<file path="src/rtl/arf_pkg.sv">
package arf_pkg;

  localparam int TABLE_DEPTH = 64;
  localparam int ADDR_W      = 32;
  localparam int FLAG_W      = 32;
  localparam int IDX_W       = $clog2(TABLE_DEPTH);
  localparam int CNT_W       = IDX_W + 1;

  localparam logic [1:0] ACT_ADD    = 2'd0;
  localparam logic [1:0] ACT_LOOKUP = 2'd1;
  localparam logic [1:0] ACT_READ   = 2'd2;

  localparam logic [1:0] STS_OK    = 2'd0;
  localparam logic [1:0] STS_FULL  = 2'd1;
  localparam logic [1:0] STS_ORDER = 2'd2;
  localparam logic [1:0] STS_INDEX = 2'd3;

  typedef struct packed {
    logic [1:0]        action;
    logic [ADDR_W-1:0] range_first;
    logic [ADDR_W-1:0] range_last;
    logic [FLAG_W-1:0] rule_flags;
    logic [IDX_W-1:0]  entry_index;
  } arf_in_t;

  typedef struct packed {
    logic [1:0]        status;
    logic [FLAG_W-1:0] access_flags;
    logic [ADDR_W-1:0] entry_first;
    logic [ADDR_W-1:0] entry_last;
    logic [CNT_W-1:0]  entry_count;
    logic              table_is_default;
  } arf_out_t;

  typedef enum logic [3:0] {
    ST_IDLE, ST_A_RD0, ST_A_PR0, ST_A_RD1, ST_A_PR1, ST_A_RD2, ST_A_PR2,
    ST_A_END, ST_S_RD, ST_S_CMP, ST_F_RD, ST_F_OUT, ST_DONE
  } arf_state_t;

  typedef enum logic [1:0] {EMIT_NONE, EMIT_OLD, EMIT_RULE, EMIT_TAIL} arf_emit_t;
  typedef enum logic [1:0] {RA_K, RA_MID, RA_LO} arf_rsel_t;

  typedef struct packed {
    logic       load;
    logic       lo_from_idx;
    logic       set_status;
    logic [1:0] status_val;
    arf_emit_t  emit;
    logic       hold_upd;
    logic       adv;
    logic       srch_step;
    logic       fetch;
    logic       commit;
    arf_rsel_t  ra_sel;
  } arf_cmd_t;

  typedef struct packed {
    logic bad_order;
    logic idx_ok;
    logic at_end;
    logic s_lt_first;
    logic s_le_next;
    logic tail;
    logic overflow;
    logic lo_lt_hi;
  } arf_stat_t;

endpackage

</file>
<file path="src/rtl/arf_ctrl.sv">
module arf_ctrl (
  input  logic               clk,
  input  logic               rst_n,
  input  logic               start,
  input  logic [1:0]         action,
  input  arf_pkg::arf_stat_t stat,
  output logic               busy,
  output logic               out_strobe,
  output arf_pkg::arf_cmd_t  cmd
);
  import arf_pkg::*;

  arf_state_t state_r, state_nxt;

  always_ff @(posedge clk) begin
    if (!rst_n) begin
      state_r <= ST_IDLE;
    end else begin
      state_r <= state_nxt;
    end
  end

  always_comb begin
    state_nxt = state_r;
    unique case (state_r)
      ST_IDLE: begin
        if (start) begin
          priority if (action == ACT_ADD) begin
            state_nxt = stat.bad_order ? ST_DONE : ST_A_RD0;
          end else if (action == ACT_LOOKUP) begin
            state_nxt = ST_S_RD;
          end else if (action == ACT_READ) begin
            state_nxt = stat.idx_ok ? ST_F_RD : ST_DONE;
          end else begin
            state_nxt = ST_DONE;
          end
        end
      end
      ST_A_RD0: state_nxt = ST_A_PR0;
      ST_A_PR0: begin
        if (!stat.at_end && stat.s_lt_first) begin
          state_nxt = ST_A_RD0;
        end else begin
          state_nxt = ST_A_PR1;
        end
      end
      ST_A_RD1: state_nxt = ST_A_PR1;
      ST_A_PR1: begin
        priority if (!stat.tail || stat.at_end) begin
          state_nxt = ST_A_END;
        end else if (stat.s_le_next) begin
          state_nxt = ST_A_RD1;
        end else begin
          state_nxt = ST_A_PR2;
        end
      end
      ST_A_RD2: state_nxt = ST_A_PR2;
      ST_A_PR2: state_nxt = stat.at_end ? ST_A_END : ST_A_RD2;
      ST_A_END: state_nxt = ST_DONE;
      ST_S_RD:  state_nxt = stat.lo_lt_hi ? ST_S_CMP : ST_F_RD;
      ST_S_CMP: state_nxt = ST_S_RD;
      ST_F_RD:  state_nxt = ST_F_OUT;
      ST_F_OUT: state_nxt = ST_DONE;
      ST_DONE:  state_nxt = ST_IDLE;
      default:  state_nxt = ST_IDLE;
    endcase
  end

  always_comb begin
    cmd        = '0;
    cmd.emit   = EMIT_NONE;
    cmd.ra_sel = RA_K;
    out_strobe = 1'b0;
    busy       = state_r != ST_IDLE;
    unique case (state_r)
      ST_IDLE: begin
        if (start) begin
          cmd.load        = 1'b1;
          cmd.lo_from_idx = action == ACT_READ;
          if (action == ACT_ADD && stat.bad_order) begin
            cmd.status_val = STS_ORDER;
          end else if (action == ACT_READ && !stat.idx_ok) begin
            cmd.status_val = STS_INDEX;
          end else begin
            cmd.status_val = STS_OK;
          end
        end
      end
      ST_A_PR0: begin
        if (!stat.at_end && stat.s_lt_first) begin
          cmd.emit     = EMIT_OLD;
          cmd.hold_upd = 1'b1;
          cmd.adv      = 1'b1;
        end else begin
          cmd.emit = EMIT_RULE;
        end
      end
      ST_A_PR1: begin
        if (stat.tail) begin
          if (stat.at_end) begin
            cmd.emit = EMIT_TAIL;
          end else if (stat.s_le_next) begin
            cmd.hold_upd = 1'b1;
            cmd.adv      = 1'b1;
          end else begin
            cmd.emit = EMIT_TAIL;
          end
        end
      end
      ST_A_PR2: begin
        if (!stat.at_end) begin
          cmd.emit = EMIT_OLD;
          cmd.adv  = 1'b1;
        end
      end
      ST_A_END: begin
        if (stat.overflow) begin
          cmd.set_status = 1'b1;
          cmd.status_val = STS_FULL;
        end else begin
          cmd.commit = 1'b1;
        end
      end
      ST_S_RD:  cmd.ra_sel = stat.lo_lt_hi ? RA_MID : RA_LO;
      ST_S_CMP: begin
        cmd.ra_sel    = RA_MID;
        cmd.srch_step = 1'b1;
      end
      ST_F_RD:  cmd.ra_sel = RA_LO;
      ST_F_OUT: begin
        cmd.ra_sel = RA_LO;
        cmd.fetch  = 1'b1;
      end
      ST_DONE:  out_strobe = 1'b1;
      default:  cmd.ra_sel = RA_K;
    endcase
  end

  a_strobe_once: assert property (@(posedge clk) disable iff (!rst_n)
    out_strobe |=> !out_strobe && !busy)
    else $error("result strobe longer than one cycle");
  a_take_busy: assert property (@(posedge clk) disable iff (!rst_n)
    (start && !busy) |=> busy)
    else $error("request taken without going busy");
  a_strobe_busy: assert property (@(posedge clk) disable iff (!rst_n)
    out_strobe |-> busy)
    else $error("result strobe while idle");

endmodule

</file>
<file path="config.mk">
export PLATFORM = sky130hd
export DESIGN_NAME = arf_ctrl
export DESIGN_NICKNAME = d
export VERILOG_FILES = /design/src/rtl/arf_pkg.sv /design/src/rtl/arf_ctrl.sv
export SDC_FILE = /design/constraint.sdc
export NUM_CORES = 1
export LEC_CHECK = 0
export BUFFER_PORTS_ARGS = -buffer_cell sky130_fd_sc_hd__buf_4
export CAP_MARGIN = 40
export CORE_MARGIN = 5
export CORE_UTILIZATION = 30
export DETAILED_ROUTE_END_ITERATION = 7
export PLACE_DENSITY = 0.57
export SYNTH_ARGS = -nofsm -noshare
export SYNTH_HDL_FRONTEND = slang
export SYNTH_SLANG_ARGS = --single-unit
</file>
<file path="constraint.sdc">
create_clock -name clk -period 1.6 [get_ports clk]
set_input_delay 0.16 -clock clk [delete_from_list [all_inputs] [get_ports clk]]
set_output_delay 0.16 -clock clk [all_outputs]
set_load 0.01 [all_outputs]
</file>
### Word-level counts from Yosys, hierarchy flattened

Cells that the tools add are included.

| storage, ports and cells | value |
|---|---|
| register bits after elaboration | 4 |
| bits in latches | 0 |
| memory bits (writable) | 0 |
| bits in read-only memories | 0 |
| input bits | 13 |
| output and inout bits | 16 |
| word-level logic and storage cells | 67 |
| memories | 0 |

| operators by class | value |
|---|---|
| add/sub/neg operators | 0 |
| multiply operators | 0 |
| divide/modulo/power cells | 0 |
| magnitude comparators | 0 |
| equality and inequality tests | 15 |
| shift operators | 0 |
| mux-type cells | 39 |
| bitwise operators | 0 |
| reductions and logical operators | 12 |

Operator list:

| operator | count |
|---|---|
| $pmux W4 S11 | 1 |
| $mux W2 | 14 |
| $mux W3 | 7 |
| $eq A4 B4 Y1 const B | 5 |
| $eq A4 B3 Y1 const B | 4 |
| $mux W4 | 4 |
| $pmux W2 S3 | 2 |
| $eq A4 B2 Y1 const B | 2 |
| $mux W1 | 8 |
| $eq A4 B1 Y1 const B | 1 |
| $logic_not A4 Y1 | 1 |
| $pmux W2 S2 | 1 |
| $reduce_bool A4 Y1 | 1 |
| $reduce_or A2 Y1 | 2 |
| $logic_and A1 B1 Y1 | 3 |
| $logic_not A1 Y1 | 3 |
| $pmux W1 S3 | 1 |
| $eq A2 B1 Y1 const B | 1 |
| $eq A2 B2 Y1 const B | 1 |
| $logic_not A2 Y1 | 1 |
| $ne A2 B2 Y1 const B | 1 |
| $pmux W1 S2 | 1 |
| $logic_or A1 B1 Y1 | 1 |

### Longest topological paths before layout

Gate-level depths: netlist of the first run.

| logic depth | value |
|---|---|
| depth after elaboration | 6 |
| gate-level depth with buffers | 6 |

### Worst setup path after synthesis of the first run

No wires, ideal clock.

| timing path | value |
|---|---|
| kind | reg2out |
| start point | register state_r[2] |
| end point | output port cmd[5] in the netlist's numbering |
| arrival | 1357 ps |
| required time | 1440 ps |
| path slack | 83 ps |
| stages on the path, launching flop included | 5 |
| path buffers | 2 |
| cell sequence | dfxtp_1 > buf_2 > buf_4 > nand3_1 > a2111oi_0 |

RTL lines:

| what | RTL line | RTL |
|---|---|---|
| start, declared | arf_ctrl.sv:13 | `arf_state_t state_r, state_nxt;` |
| start signal, assigned | arf_ctrl.sv:19 | `state_r <= state_nxt;` |
| end, declared | arf_ctrl.sv:9 | `output arf_pkg::arf_cmd_t cmd` |

==> summary.md, run 1 <==
| Metric | Value |
|---|---|
| Final Hold Violating Endpoints | `0` |
| #FFs+latches synth | `4` |
| Met1 track utilization from global routing | `15.7%` |
| Starting density of the core | `a little under a third` |
| Register area | `81.3 sq um` |
| Wire length of the first global-routing pass | `2660 um` |
| Buffer cell driving the clock tree root | `sky130_fd_sc_hd__clkbuf_4` |
| Max Cap Violations | `0` |
| CTS tree | `built` |
| Post-synth design cell area | `527 sq um` |
| Required time of the worst setup path | `1440 ps` |
| Async set-or-reset flop fraction in the synthesized netlist | `0%` |
| Core Box Area | `1690 sq um` |
| Drt via density | `5.17` |
| Number of levels in the clock H-tree | `1` |
| Slew of the pin with the lowest slew margin | `351 ps` |
| Die ar. | `about 2700 sq um` |
| Predominant post-synthesis flop cell | `sky130_fd_sc_hd__dfxtp_1` |
| TritonCTS Buffers | `3` |
| Clock tree buffer depth | `2` |
| Placed wire-length estimate | `1300 um` |
| Setup CP Type | `reg -> out` |
| Final count of pins violating max slew | `0` |
| Most frequent standard cell in the layout excluding fill and tap cells | `sky130_fd_sc_hd__buf_4` |
| Library cells used by synthesis | `29` |
| Regs by FF count | `state_r x4` |
| Layout-stage area growth over the synthesis result | `55.8%` |
| Finished Layout Cells | `approximately 130` |
| Number of top-level pins | `29` |
| Ant diodes | `0` |
| Synth Warn # | `0` |
| Final clock period utilization by the worst path | `97.3%` |
| TNS Setup | `0 ps` |
| Hold-fix buffer count after cts | `0` |
| Critical path launch point type | `flop` |
| DRC violation count after routing | `0` |
| Share of post-route cells with drive strength above 1 | `about 42%` |
| DP Cell Count | `127` |
| Most frequent cells in the layout | `sky130_fd_sc_hd__buf_4, sky130_fd_sc_hd__nor2_1, sky130_fd_sc_hd__nor3_1` |
| Post-synthesis net count | `95` |
| Worst-path maximum fanout | `3` |
| Filler instances | `178` |
| Unrepaired setup endpoints after global routing | `yes` |
| Final wirelength | `1620 um` |
| Status | `finished, final reports clean` |
| Static leakage | `around 0.00038 uW` |
| Max FFs per register | `4` |
| Number of antenna violations at the first check in global routing | `0` |
| Hold/Removal Path Class | `in -> reg` |
| Detail Route Antenna Nets | `0` |
| Worst-case hold slack | `roughly 230 ps` |
| GRT Overall Usage | `roughly an eighth` |
| Number of global-route vias before repair | `about 650` |
| Gr busiest metal | `met2` |
| Setup skew after layout | `roughly 0.47 ps` |
| Die X-Extent | `51.9 um` |
| Post-layout instance area | `821 sq um` |
| Chip height | `51.9 um` |
| Mean cell area of the mapped netlist | `6.42 sq um` |
| Weighted congestion at the end of routability-driven global placement | `0.767` |
| Number of enable flip-flop cells after synthesis | `0` |
| Count of buffers inserted at the top-level ports | `28` |
| Post-DR wirelength/cell | `12.4 um` |
| Final #Nets | `around 130` |
| Number of sinks on the clock net | `4` |
| First drt pass iteration count | `4` |
| Register ranked first by flip-flop count | `state_r` |
| Row count | `15` |
| Post-synthesis sequential area ratio | `15.2%` |
| Minimum clock period | `1560 ps` |
| Multi-input combinational cell area | `403 sq um` |
| Met3 GRT Util | `roughly 4.6%` |
| Placed standard-cell area | `773 sq um` |
| Maximum number of pins on one net before global-route repair | `18` |
| Number of DRC markers after the initial detailed-route iteration | `20` |
| Utilization after layout | `48.6%` |
| Data arrival time of the worst path | `approximately 1400 ps` |
| Cell count after synthesis | `82` |
| Remaining max-slew budget at the tightest pin | `76.0%` |
| Global-route met2 utilization | `22.4%` |
| Total congestion overflow after global routing | `0` |
| Total setup violations reported at the end of the flow | `0` |
| Kind of end point of the critical path | `output pin` |
| Cell Pwr Density | `1680 nW/um^2` |
| Clock-pin transition on the worst setup and hold timing paths | `40 ps` |
| Clock insertion delay at the later pin of the skew report | `roughly 240 ps` |
| Vias | `677` |
| Maximum ir drop on the vdd rail | `0.976 mV` |
| Timing-limited maximum frequency | `642 MHz` |
report_power, final:
group          internal (uW)  total, uW  switching, uW  leakage, uW
registers                150        224           74.0    0.0000333
logic                    491       1030            537     0.000331
clock network           84.2        129           44.8    0.0000138
cell usage after synthesis (2+ instances only):
library cell                n  area [sq um]
sky130_fd_sc_hd__nand2b_1   3          18.8
sky130_fd_sc_hd__o31ai_1    2          15.0
sky130_fd_sc_hd__buf_2      3          15.0
sky130_fd_sc_hd__a21oi_1    6          30.0
sky130_fd_sc_hd__nor2b_1    2          12.5
sky130_fd_sc_hd__nor3_1     9          45.0
sky130_fd_sc_hd__a31oi_1    2          12.5
sky130_fd_sc_hd__nand2_1    5          18.8
sky130_fd_sc_hd__clkbuf_1   2          7.51
sky130_fd_sc_hd__o21ai_0    7          35.0
sky130_fd_sc_hd__nand3_1    2          10.0
sky130_fd_sc_hd__inv_2      2          7.51
sky130_fd_sc_hd__dfxtp_1    4          80.1
sky130_fd_sc_hd__nor2_1    13          48.8
sky130_fd_sc_hd__inv_1      6          22.5
repair_timing:
action,CTS,global route
pin swaps,1,2
gates resized for setup,1,4
buffers inserted,1,0
setup endpoints to repair,2,5
worst paths after layout:
| check | start | endpoint | slack, ps | depth (start not counted) |
|---|---|---|---|---|
| hold / removal | rst_n | state_r[2] | 230 | 3 |
| setup / recovery | state_r[3] | cmd[9] | 40 | 5 |
| hold reg to reg | state_r[0] | state_r[1] | 660 | 1 |
| setup reg to reg | state_r[0] | state_r[1] | 180 | 6 |
per-stage QoR:
stage	total power [uW]	setup slack, ps
detailed placement	1190	202
CTS	1370	15.4
floorplan	836	83.1
finish	1380	42.5
global placement	1180	235
global route	1500	-67.8
logic make-up (layout without fill, tap and decap cells):
| family | count (synthesis) | count (layout) | share of synthesized area, % |
|---|---|---|---|
| flops | 4 | 4 | 15.2 |
| compound gates | 23 | 23 | 29.9 |
| simple gates | 40 | 40 | 41.6 |
| mux | 1 | 1 | 1.90 |
| buf+inv | 14 | 46 | 11.4 |
worst max-delay path: stages, from the launching register on:
cell,delay (ps)
sky130_fd_sc_hd__dfxtp_1,330
sky130_fd_sc_hd__nor4_4,320
sky130_fd_sc_hd__nand2_2,130
sky130_fd_sc_hd__nor3_4,140
sky130_fd_sc_hd__a21o_1,130
sky130_fd_sc_hd__buf_4,110
area by class of cell:
class                           count  share of cell area (%)
Clock buffer                        3                    2.74
Inverter                            8                    3.66
Multi-Input combinational cell     64                    49.1
Sequential cell                     4                    9.91
Tap cell                           17                    2.59
Timing Repair Buffer               35                    32.0
routing by layer:
metal	share of wire, %	up-vias
li1	-	354
met1	44	299
met2	50	24
met3	6.3	0
met4	0	0
met5	0	-
No activity file was read; power rests on OpenSTA's default activity.
==> run 2: changes to the inputs <==
--- a/config.mk
+++ b/config.mk
@@ -11,5 +11,4 @@
 export CORE_UTILIZATION = 30
 export DETAILED_ROUTE_END_ITERATION = 7
-export PLACE_DENSITY = 0.57
 export SYNTH_ARGS = -nofsm -noshare
 export SYNTH_HDL_FRONTEND = slang
==> constraint.sdc (replaced) <==
create_clock -name clk -period 1.6 [get_ports clk]
set_input_delay 0.24 -clock clk [delete_from_list [all_inputs] [get_ports clk]]
set_output_delay 0.24 -clock clk [all_outputs]
set_load 0.01 [all_outputs]
==> run 2 against run 1 <==
Effect of this change:
- the flow now finishes with violations (setup timing)
- power up 4.9%
- count of clock-buffer cells in the layout stayed put
- die area is the same
- sequential power rose by 11%
- non-clock buffer count grew 3
- first-iteration DRC count decreased by 45%
- critical path type unchanged
==> summary.md, run 2 (synthesized netlist as in run 1, its figures left out) <==
| Metric | Value |
|---|---|
| Weighted congestion at the end of routability-driven global placement | `0.726` |
| Setup CP Type | `reg -> out` |
| TritonCTS Buffers | `3` |
| Buffer cell driving the clock tree root | `sky130_fd_sc_hd__clkbuf_4` |
| Clock-pin transition on the worst setup and hold timing paths | `40 ps` |
| Die ar. | `2690 sq um` |
| Hold-fix buffer count after cts | `0` |
| DRC violation count after routing | `0` |
| Final wirelength | `1670 um` |
| Final Hold Violating Endpoints | `0` |
| Chip height | `51.9 um` |
| Global-route met2 utilization | `25.1%` |
| Status | `finished, violations left` |
| Gr busiest metal | `met2` |
| Number of antenna violations at the first check in global routing | `0` |
| Number of global-route vias before repair | `around 700` |
| Timing-limited maximum frequency | `approximately 600 MHz` |
| Max Cap Violations | `0` |
| Maximum ir drop on the vdd rail | `0.756 mV` |
| Clock insertion delay at the later pin of the skew report | `roughly 230 ps` |
| Total stage count of the critical path | `5` |
| Total congestion overflow after global routing | `0` |
| Die X-Extent | `between 50 and 60 um` |
| Max FFs per register | `4` |
| GRT Overall Usage | `13.8%` |
| Critical path launch point type | `flop` |
| Data arrival time of the worst path | `1380 ps` |
| Filler instances | `172` |
| Hold/Removal Path Class | `in -> reg` |
| Placed wire-length estimate | `1350 um` |
| Crit-path max cell delay | `360 ps` |
| Ordered list of cells on the worst path | `nor4_4, nand2_2, nor3_2, a21o_1, buf_4` |
| R2r setup slk | `roughly 120 ps` |
| Final count of pins violating max slew | `0` |
| Kind of end point of the critical path | `output pin` |
| Required time of the worst setup path | `between 1000 and 1500 ps` |
| Final clock period utilization by the worst path | `101%` |
| Min-Delay Path Depth | `3` |
| Tot Pwr | `1450 uW` |
| Final worst slack | `-18.0 ps` |
| Row count | `15` |
| Share of post-route cells with drive strength above 1 | `between 40 and 50%` |
| Layout-stage area growth over the synthesis result | `63.9%` |
| Utilization after layout | `between 50% and 60%` |
| Post-DR wirelength/cell | `between 10 and 15 um` |
| Remaining max-slew budget at the tightest pin | `78.8%` |
| Count of buffers inserted at the top-level ports | `28` |
| Regs by FF count | `state_r x4` |
| Number of top-level pins | `29` |
| Core Box Area | `1690 sq um` |
| Minimum clock period | `~1600 ps` |
| Maximum number of pins on one net before global-route repair | `18` |
| Vias | `702` |
| Wire length of the first global-routing pass | `between 2000 and 3000 um` |
| Number of sinks on the clock net | `4` |
| Most frequent cells in the layout | `sky130_fd_sc_hd__buf_4, sky130_fd_sc_hd__nor2_1, sky130_fd_sc_hd__o21ai_0` |
| Depth of the most critical reg-to-reg path | `7` |
| CTS tree | `built` |
| Met3 GRT Util | `2.01%` |
| Setup skew after layout | `1.91 ps` |
| Starting density of the core | `approximately 31%` |
| Cell family with the largest share of critical-path delay | `simple AND/OR/NAND/NOR gates` |
| Clock tree buffer depth | `2` |
| Violated checks | `setup timing` |
| Cell with the biggest individual delay on the critical path | `sky130_fd_sc_hd__dfxtp_4` |
| Total setup violations reported at the end of the flow | `2` |
| Worst-path maximum fanout | `7` |
| Slew of the pin with the lowest slew margin | `315 ps` |
| Most frequent standard cell in the layout excluding fill and tap cells | `sky130_fd_sc_hd__buf_4` |
| Met1 track utilization from global routing | `16.6%` |
| Buf+Inv Stages, Crit Path | `1` |
| Static leakage | `0.000396 uW` |
| Ant diodes | `0` |
| Register ranked first by flip-flop count | `state_r` |
| Detail Route Antenna Nets | `0` |
| First drt pass iteration count | `4` |
| Number of levels in the clock H-tree | `1` |
| Final #Nets | `132` |
| Drt via density | `between 5 and 6` |
| Unrepaired setup endpoints after global routing | `yes` |
| Cell Pwr Density | `1680 nW/um^2` |
| Number of DRC markers after the initial detailed-route iteration | `11` |
## run 2: per-layer routing
layer  up-vias  part of all wire [%]  wire length [um]
met1       313                    44               730
met3         0                   5.0                83
met5         -                     0                 0
met4         0                     0                 0
li1        364                     -                 -
met2        25                    51               854
## run 2: final cells by class
type,instances,area (sq um),area share (%)
repair buffers,38,289,33.5
multi-input cells,64,413,47.8
well taps,17,21.3,2.46
flip-flops and latches,4,87.6,10.1
clock buffers,3,22.5,2.61
inverters,8,30.0,3.48
## run 2: worst reg2reg max path, stage by stage (launching register included)
cell and delay [ps]:
sky130_fd_sc_hd__dfxtp_4 360, sky130_fd_sc_hd__nor4_4 280, sky130_fd_sc_hd__buf_4 150, sky130_fd_sc_hd__buf_4 100, sky130_fd_sc_hd__inv_2 40, sky130_fd_sc_hd__o211ai_4 200
sky130_fd_sc_hd__a2111o_1 150, sky130_fd_sc_hd__o31ai_1 70
## run 2: final timing paths
path | end | start
worst max register to register | state_r[1] | state_r[2]
worst max-delay path | cmd[9] | state_r[2]
worst min register to register | state_r[1] | state_r[0]
worst min-delay path | state_r[2] | rst_n
## run 2: power by group
part           switching [uW]  internal [uW]
sequential               85.6            163
clock                    38.2           83.7
combinational             543            536
total                     667            782
## run 2: stage by stage
stage	cells	setup slack [ps]	hold slack [ps]	setup TNS (ps)	cell area, sq um
floorplan	82	3.12	402	0	527
global placement	127	135	552	0	773
detailed placement	127	95.1	558	0	773
CTS	133	-49.3	307	-49.3	840
global route	134	-109	332	-325	863
finish	134	-18.0	307	-22.5	863
## run 2: what timing repair did
action,4_1_cts,5_1_grt
pin swaps,4,3
endpoints found under the hold margin,0,0
gates cloned,0,0
endpoints found under the setup margin,8,12
resized for setup,8,6
buffers inserted,3,1
==> run 3: changes to the inputs <==
ABC_AREA = 0   (was not set)
CORE_UTILIZATION = 29   (was 30)
==> run 3 against run 2 <==
Effect of this change:
- critical path type unchanged
- sequential power rose by 10%
- via count increased by 8.5%
- final cell count up 11%
- clock skew rose by 2.9 ps
- the flow still finishes with violations (setup timing)
==> summary.md, run 3 (synthesized netlist as in run 1, its figures left out) <==
| Metric | Value |
|---|---|
| Violated checks | `setup timing` |
| TritonCTS Buffers | `3` |
| Total congestion overflow after global routing | `0` |
| Final count of pins violating max slew | `0` |
| Unrepaired setup endpoints after global routing | `yes` |
| Layout-stage area growth over the synthesis result | `89.3%` |
| Remaining max-slew budget at the tightest pin | `75.6%` |
| Chip height | `52.6 um` |
| Final clock period utilization by the worst path | `105%` |
| Max FFs per register | `4` |
| Clock tree buffer depth | `2` |
| Maximum ir drop on the vdd rail | `0.956 mV` |
| Final Hold Violating Endpoints | `0` |
| Kind of end point of the critical path | `output pin` |
| Number of global-route vias before repair | `664` |
| Timing-limited maximum frequency | `roughly 600 MHz` |
| Regs by FF count | `state_r x4` |
| Cell Pwr Density | `around 1800 nW/um^2` |
| Total setup violations reported at the end of the flow | `1` |
| Starting density of the core | `30.5%` |
| Number of sinks on the clock net | `4` |
| CTS tree | `built` |
| Ant diodes | `0` |
| Number of top-level pins | `29` |
| Setup CP Type | `reg -> out` |
| Maximum number of pins on one net before global-route repair | `18` |
| Core Box Area | `1730 sq um` |
| Slew of the pin with the lowest slew margin | `362 ps` |
| Static leakage | `0.000441 uW` |
| Ordered list of cells on the worst path | `nor4_4, nand2_2, nor3_2, a21o_1, buf_4` |
| Data arrival time of the worst path | `between 1000 and 1500 ps` |
| Register ranked first by flip-flop count | `state_r` |
| Clock-pin transition on the worst setup and hold timing paths | `40 ps` |
| Final wirelength | `2020 um` |
| Most frequent standard cell in the layout excluding fill and tap cells | `sky130_fd_sc_hd__buf_4` |
| Post-DR wirelength/cell | `13.5 um` |
| Most frequent cells in the layout | `sky130_fd_sc_hd__buf_4, sky130_fd_sc_hd__nor2_1, sky130_fd_sc_hd__o21ai_0` |
| Buffer cell driving the clock tree root | `sky130_fd_sc_hd__clkbuf_4` |
| Hold/Removal Path Class | `in -> reg` |
| Min-Delay Path Depth | `3` |
| Vias | `around 760` |
| Tot Pwr | `about 1800 uW` |
| Utilization after layout | `57.8%` |
| Hold-fix buffer count after cts | `0` |
| Crit-path max cell delay | `330 ps` |
| Cell with the biggest individual delay on the critical path | `sky130_fd_sc_hd__dfxtp_2` |
| Final worst slack | `-74.0 ps` |
| Cell family with the largest share of critical-path delay | `simple AND/OR/NAND/NOR gates` |
| Finished Layout Cells | `about 150` |
| Minimum clock period | `1670 ps` |
| Setup skew after layout | `4.81 ps` |
| Clock insertion delay at the later pin of the skew report | `240 ps` |
| Number of antenna violations at the first check in global routing | `0` |
| Drt via density | `5.11` |
| Buf+Inv Stages, Crit Path | `1` |
| Die X-Extent | `52.6 um` |
| Weighted congestion at the end of routability-driven global placement | `0.738` |
| First drt pass iteration count | `4` |
| Share of post-route cells with drive strength above 1 | `around 56%` |
| Number of DRC markers after the initial detailed-route iteration | `24` |
| DP Cell Count | `135` |
| Required time of the worst setup path | `around 1400 ps` |
| Total stage count of the critical path | `5` |
| Worst-path maximum fanout | `3` |
| Final #Nets | `~140` |
| Status | `finished, violations left` |
| Row count | `15` |
| Depth of the most critical reg-to-reg path | `7` |
| Post-Place Setup Slack | `~19 ps` |
| Placed wire-length estimate | `1260 um` |
| Number of levels in the clock H-tree | `1` |
| GRT Overall Usage | `between 10% and 20%` |
| Die ar. | `2770 sq um` |
| Wire length of the first global-routing pass | `around 2800 um` |
| Detail Route Antenna Nets | `0` |
| DRC violation count after routing | `0` |
| Max Cap Violations | `0` |
| Count of buffers inserted at the top-level ports | `28` |
| Critical path launch point type | `flop` |
==> run 3: worst min-delay path: cells and delay by family <==
kind                   cells  cell delay, ps
buffers and inverters      1             120
AO/OA/AOI/OAI              2             130
==> run 3: path summary, 6_finish.rpt <==
path / from / end / slack [ps]
max: state_r[0] / cmd[9] / -70
min: rst_n / state_r[2] / 310
max reg2reg: state_r[0] / state_r[1] / 40
min reg2reg: state_r[1] / state_r[1] / 680
==> run 3: area by class of cell <==
type / instances / area [sq um]
well taps: 25 / 31.3
flip-flops and latches: 4 / 90.1
multi-input cells: 64 / 443
clock buffers: 3 / 22.5
repair buffers: 45 / 378
fillers: 161 / 729
inverters: 8 / 32.5
==> run 3: metal layers <==
metal	vias to the layer above	share of wire, %	wire [um]	global-route usage (%)
met5	-	0	0	0
met4	0	0	0	3.83
met3	0	5.4	109	1.99
met2	30	52	1060	24.8
met1	353	42	850	15.3
li1	379	-	-	-
==> run 3: stage by stage <==
stage                     instance area, sq um  setup TNS (ps)  hold slack [ps]
after floorplan                            527               0              402
after global placement                     783               0              552
after detailed placement                   783               0              551
after CTS                                  850           -94.9              305
after global routing                       997            -385              321
final                                      997           -74.0              309
==> run 3: what timing repair did <==
| item | 4_1_cts | 5_1_grt |
|---|---|---|
| setup buffers | 3 | 7 |
| pin swaps | 3 | 6 |
| resized for setup | 8 | 22 |
| endpoints found under the setup margin | 8 | 11 |
| gates cloned | 0 | 1 |
==> run 3: report_power, final <==
group | switching [uW] | total [uW] | leakage [uW] | internal [uW]
Clock | 43.6 | 128 | 0.0000138 | 84.1
Sequential | 105 | 274 | 0.0000350 | 168
Combinational | 644 | 1360 | 0.000392 | 720
Total | 793 | 1770 | 0.000441 | 972
